**config.mk**
```make
export PLATFORM = sky130hd
export DESIGN_NAME = plas_front
export DESIGN_NICKNAME = d
export VERILOG_FILES = /design/src/sv/plas_pkg.sv /design/src/sv/plas_front.sv
export SDC_FILE = /design/constraint.sdc
export NUM_CORES = 1
export LEC_CHECK = 0
export BUFFER_PORTS_ARGS = -buffer_cell sky130_fd_sc_hd__buf_2
export CORE_MARGIN = 5
export CORE_UTILIZATION = 50
export CTS_CLUSTER_SIZE = 24
export DETAILED_ROUTE_END_ITERATION = 6
export PLACE_DENSITY = 0.81
export SYNTH_ARGS = -nofsm -noshare
export SYNTH_HDL_FRONTEND = slang
export SYNTH_SLANG_ARGS = --single-unit
```
**constraint.sdc**
```tcl
create_clock -name i_clk -period 7.6 [get_ports i_clk]
set_input_delay 1.14 -clock i_clk [delete_from_list [all_inputs] [get_ports i_clk]]
set_output_delay 1.14 -clock i_clk [all_outputs]
set_load 0.03 [all_outputs]
```
**src/sv/plas_pkg.sv**
```systemverilog
// Shared types and constants for the polyline arc-length sampler.
package plas_pkg;

    // Item codes
    localparam logic FUNC_LOAD  = 1'b0;
    localparam logic FUNC_QUERY = 1'b1;

    // Configuration register indexes
    localparam logic CFG_ROUTE_LENGTH = 1'b0;
    localparam logic CFG_POINT_COUNT  = 1'b1;

    // Offset reported for routes with fewer than two points: 4 m in Q.8
    localparam logic [12:0] DEFAULT_OFFSET = 13'd1024;
    // Interpolation weight of one in Q.16
    localparam logic [16:0] T_ONE = 17'd65536;

    localparam int QUEUE_DEPTH = 2;

    // One input transaction as it travels from the front to the back
    typedef struct packed {
        logic               func;
        logic [9:0]         point_index;
        logic signed [23:0] point_x;
        logic signed [23:0] point_y;
        logic [23:0]        cum_distance;
        logic [12:0]        lane_offset;
        logic signed [24:0] query_distance;
    } t_item;

endpackage

```
**src/sv/plas_front.sv**
```systemverilog
// Front end: accepts transactions and holds them in a two-entry queue.
module plas_front (
    input  logic             i_clk,
    input  logic             i_rst_n,
    input  logic             i_start,
    output logic             o_busy,
    input  plas_pkg::t_item  i_item,
    output logic             o_valid,
    output plas_pkg::t_item  o_item,
    input  logic             i_ready
);
    import plas_pkg::*;

    t_item      r_slot [QUEUE_DEPTH];
    logic       r_wp;
    logic       r_rp;
    logic [1:0] r_fill;
    logic       push;
    logic       pop;

    assign o_busy  = (r_fill == 2'(QUEUE_DEPTH));
    assign o_valid = (r_fill != 2'd0);
    assign o_item  = r_slot[r_rp];
    assign push    = i_start && !o_busy;
    assign pop     = o_valid && i_ready;

    // Queue storage
    always_ff @(posedge i_clk) begin
        if (push) begin
            r_slot[r_wp] <= i_item;
        end
    end

    // Pointers and fill level
    always_ff @(posedge i_clk) begin
        if (!i_rst_n) begin
            r_wp   <= 1'b0;
            r_rp   <= 1'b0;
            r_fill <= 2'd0;
        end else begin
            if (push) begin
                r_wp <= ~r_wp;
            end
            if (pop) begin
                r_rp <= ~r_rp;
            end
            case ({push, pop})
                2'b10:   r_fill <= r_fill + 2'd1;
                2'b01:   r_fill <= r_fill - 2'd1;
                default: r_fill <= r_fill;
            endcase
        end
    end

endmodule

```
==> results of run 1 <==
==> kinds of logic (layout without fill, tap and decap cells) <==
family	after synthesis	count (layout)	share of synthesized area, %
buf+inv	16	296	1.10
mux	121	121	15.2
fa+ha+maj	1	1	0.140
flops	247	247	82.3
compound gates	5	5	0.363
xor+xnor	3	3	0.293
simple gates	9	9	0.629
other cells	0	2	0
==> cells in the mapped netlist <==
library cell	n	area, um^2
a21boi_1	2	15.0
and2_1	1	6.26
and3_1	1	6.26
buf_2	4	20.0
buf_4	9	67.6
dfxtp_1	5	100
edfxtp_1	242	7270
ha_1	1	12.5
inv_1	2	7.51
inv_2	1	3.75
mux2_2	121	1360
nand2_1	1	3.75
nand2b_2	1	8.76
nor2b_1	2	12.5
o21a_1	1	7.51
o21ai_0	2	10.0
or2_2	1	6.26
or3_1	2	12.5
xnor2_1	3	26.3
==> tightest hold or removal path: cells and delay by family (launching register included) <==
kind	cells	cell delay, ps
flip-flops	1	330
AO/OA/AOI/OAI	2	130
==> cells in the final DEF, fill, tap and decap left out, drive strengths merged <==
master | synthesis | final
buf | 13 | 250
edfxtp | 242 | 242
mux2 | 121 | 121
clkbuf | 0 | 36
clkinv | 0 | 6
dfxtp | 5 | 5
xnor2 | 3 | 3
inv | 3 | 3
diode | 0 | 2
nor2b | 2 | 2
or3 | 2 | 2
o21ai | 2 | 2
a21boi | 2 | 2
o21a | 1 | 1
or2 | 1 | 1
nand2b | 1 | 1
and3 | 1 | 1
nand2 | 1 | 1
and2 | 1 | 1
ha | 1 | 1
clkinvlp | 0 | 1
==> sequential cells by signal, indices dropped and copies added (netlist names), named ones only <==
| name | cells |
|---|---|
| r_slot | 242 |
| r_wp | 1 |
| r_fill | 2 |
| r_rp | 1 |
==> final cells by class <==
type                    instances  area share, %
repair buffers                250           11.3
diodes                          2         0.0448
clock inverters                 7          0.314
inverters                       3          0.123
well taps                     229           2.56
clock buffers                  36           6.33
multi-input cells             139           13.4
flip-flops and latches        247           66.0
==> through the flow <==
step,setup WS [ps],power [W],instances,hold WS [ps]
2_1_floorplan,3130,0.00277,402,457
3_3_place_gp,4150,0.00307,868,479
3_5_place_dp,4070,0.00310,868,486
4_1_cts,3620,0.00420,911,507
5_1_grt,3500,0.00434,913,537
6_report,3670,0.00415,913,505
==> worst max path at each step <==
stage,from,endpoint,slack (ps),cells after the start
final,flop,o_item[92],3670,3
after global routing,flop,o_item[11],3500,3
after CTS,flop,o_item[92],3620,3
after detailed placement,i_start,r_slot[0][14],4070,5
after global placement,i_start,r_slot[0][115],4150,5
after floorplan,i_start,r_slot[1][0],3130,1
==> power by group through the flow <==
stage,clock network (W),registers (W),logic (W)
finish,0.00109,0.00181,0.00125
detailed placement,0,0.00184,0.00127
CTS,0.00112,0.00181,0.00127
global route,0.00118,0.00183,0.00133
floorplan,0,0.00180,0.000975
global placement,0,0.00182,0.00125
==> layer usage <==
| metal | track usage, % | vias to the layer above | part of all wire [%] |
|---|---|---|---|
| met5 | 0 | - | 0.23 |
| met4 | 5.55 | 8 | 3.0 |
| met3 | 5.49 | 50 | 9.9 |
| met2 | 25.9 | 192 | 49 |
| met1 | 19.2 | 2215 | 38 |
| li1 | - | 2132 | - |
==> results.ini, run 1 <==
[status]
outcome=finished clean

[power_and_ir_drop]
p_seq_share_pct=43.6
switching_share_pct=32.5
p_leak_nw=4.16
switching_power_w=0.00135
clock_power_share_pct=26.2
peakVddDrop_mv=0.268
power_density_nw_per_um2=371
power_frac_comb_pct=30.2
p_int_w=0.00280

[global_routing]
grt_pass1_wl_um=25200
grt-ovfl-total=0
grt_pass1_vias=4856
antenna_found_initial=6
grt_max_degree=80
track_usage_pct=15.6

[detailed_routing]
wl_um=16700
num_vias=4597
wl_per_cell_um=18.3
post_drt_via_cell_ratio=5.04
ant_nets=0
drc=0
dr.pass1.iters=4
dr.first_iter.drc_count=181

[timing]
rsz0062_at_grt=no
skew_ps=10.4
period_share_pct=51.8
hold_violations=0
setup_viol=0
relSlewSlack_pct=28.9
clock.fmax_mhz=254
worstMarginPinSlew_ps=1070
fin_crit_ps=3930
drv_slew=0
finalSetupTns_ps=0

[cells_and_area]
drive_gt1_share_pct=60.3
seqCellArea_um2=7370
final_util_pct=62.8
fillCellCount=1258
nets=791
finalInstanceArea_um2=11200
syn2layout_area_growth_pct=24.7
multi_input_area_um2=1500

[worst_setup_path]
reg2reg_to=r_slot[0][12]
critPathCaptureType=output port
cp_top_family=buffers and inverters
timing.critical_path.fanout_max=68
r2r_cells=5
path_cells=buf_4 > mux2_2 > buf_2
ff2ff_setup_slack_ps=4780
reg2reg_from=r_fill[0]
path_class=reg -> out
critPathLaunchType=flop
cp_slowest_cell=dfxtp_4
worstPathRequired_ps=6460
cp_slowest_stage_delay_ps=780
critical_path_arrival_ps=2790
path_buf_inv=2

[die]
start_util_pct=50.4
chipHeight_um=144
dieArea_um2=20700
die_w_um=144
ios=248
core_um2=17800
row_count=49

[hold_path]
min-delay-start=r_wp
worstHoldEndpoint=r_wp
min_path_cells=2
min_path_type=reg -> reg

[placement]
place_area_um2=10400
place_hpwl_um=11300
portBuffers=247
gp_congestion=0.736

[cts]
cts_tree=yes
cts_resized=0
post-cts-setup-buffers=0
clock-root-buffer=clkbuf_16
clk_path_buf_depth=3
htreeDepth=1
cts_buffers=24
clock-sinks=247
postCtsHoldBufs=0
clock_latency_ps=500
clkTransAtPathRegs_ps=60

[synthesis]
synth-seq-cells=247
syn_nets=528
synthesis.area_um2=8960
ys_warn_count=0
postSynthCellCount=402
yosys.cell_types.count=19
syn_area_per_cell_um2=22.3
ys_seq_area_share_pct=82.3

[flow_run]
drv_cap=0

Power figures use the tool's default switching activity.
==> run 2: changes to the inputs <==
- clock period: 7.6 -> 4.1 ns (I/O delays scaled with it)
==> results.ini, run 2 (same netlist as run 1, synthesis figures left out) <==
[detailed_routing]
num_vias=4580
dr.first_iter.drc_count=220
ant_nets=0
dr.pass1.iters=4
wl_per_cell_um=18.6
wl_um=17000
post_drt_via_cell_ratio=5.02
drc=0

[global_routing]
grt_pass1_wl_um=25500
antenna_found_initial=4
grt-ovfl-total=0
track_usage_pct=15.9
grt_max_degree=88
grt_pass1_vias=4980

[timing]
drv_slew=0
layout_setup_ws_ps=1200
hold_violations=0
rsz0062_at_grt=no
setup_viol=0
fin_crit_ps=2900
clock.fmax_mhz=345
period_share_pct=70.8
skew_ps=9.98
finalSetupTns_ps=0
relSlewSlack_pct=48.8
worstMarginPinSlew_ps=768

[power_and_ir_drop]
peakVddDrop_mv=0.504
power_density_nw_per_um2=684
p_leak_nw=4.15

[die]
dieArea_um2=20700
core_um2=17800
ios=248
chipHeight_um=144
die_w_um=144
row_count=49
start_util_pct=50.4

[hold_path]
min_path_cells=1
min_path_type=in -> reg
min-delay-start=i_item[111]
worstHoldEndpoint=r_slot[0][111]

[worst_setup_path]
cp_slowest_stage_delay_ps=640
critPathCaptureType=output port
critPathLaunchType=flop
reg2reg_to=r_slot[0][13]
cp_slowest_cell=dfxtp_4
reg2reg_from=r_fill[0]
ff2ff_setup_slack_ps=1730
path_buf_inv=2
timing.critical_path.fanout_max=87
critical_path_arrival_ps=2290
worstPathRequired_ps=3480
cp_top_family=flip-flops
r2r_cells=5
path_cells=buf_12 > mux2_2 > buf_2
path_class=reg -> out

[cts]
clk_path_buf_depth=3
postCtsHoldBufs=0
htreeDepth=1
clkTransAtPathRegs_ps=60
clock-sinks=247
clock_latency_ps=500
cts_resized=0
cts_buffers=25
post-cts-setup-buffers=0
cts_tree=yes
clock-root-buffer=clkbuf_16

[cells_and_area]
nets=792
final_cell_mix=247 x buf_2, 242 x edfxtp_1, 121 x mux2_2
final_util_pct=62.8
largestRegisters=r_slot: 242 flops, r_fill: 2 flops
largest_reg_flops=242
final_common_cell=buf_2
drive_gt1_share_pct=59.7
syn2layout_area_growth_pct=24.7
fin_cells=913
top_register=r_slot

[placement]
numPlacedInstances=868
gp_congestion=0.760
place_ws_ps=1530
place_hpwl_um=11500
portBuffers=247

[status]
outcome=finished clean

[flow_run]
drv_cap=0

run 2: cell count changes in the layout (fill, tap and decap cells not counted), sizes merged:
cell | previous run | this run
diode | 2 | 1
clkbuf | 36 | 32
clkinv | 6 | 11
run 2: routing by layer:
| metal | share of wire [%] | track usage, % | up-vias | routed length (um) |
|---|---|---|---|---|
| met1 | 37 | 18.8 | 2207 | 6220 |
| met3 | 9.0 | 4.73 | 54 | 1520 |
| met4 | 3.4 | 5.80 | 6 | 569 |
| met2 | 51 | 27.7 | 186 | 8610 |
| li1 | - | - | 2127 | - |
| met5 | 0.22 | 0 | - | 37 |
run 2: worst max path at each step:
stage | endpoint | slack [ps] | cells past startpoint
after CTS | o_item[7] | 1190 | 3
after global placement | r_slot[0][114] | 1600 | 5
after global routing | o_item[74] | 1120 | 3
after floorplan | r_slot[1][0] | 150 | 1
after detailed placement | r_slot[0][10] | 1530 | 5
final | o_item[103] | 1200 | 3
run 2: through the flow:
stage	total power, W	area, um^2	hold WS, ps
after global routing	0.00799	11200	275
after detailed placement	0.00578	10500	487
after floorplan	0.00514	8960	457
final	0.00765	11200	302
after global placement	0.00572	10500	482
after CTS	0.00776	11200	273
run 2: power by group:
| part | internal, W | switching (W) |
|---|---|---|
| logic | 0.000827 | 0.00155 |
| registers | 0.00319 | 0.000132 |
| clock network | 0.00111 | 0.000837 |
| total | 0.00513 | 0.00252 |
run 2: final cells by class:
class / count / area [um^2]
Fill cell: 1269 / 6610
Inverter: 3 / 13.8
Antenna cell: 1 / 2.50
Tap cell: 229 / 287
Clock inverter: 12 / 55.1
Timing Repair Buffer: 250 / 1300
Clock buffer: 32 / 652
Multi-Input combinational cell: 139 / 1500
Sequential cell: 247 / 7370
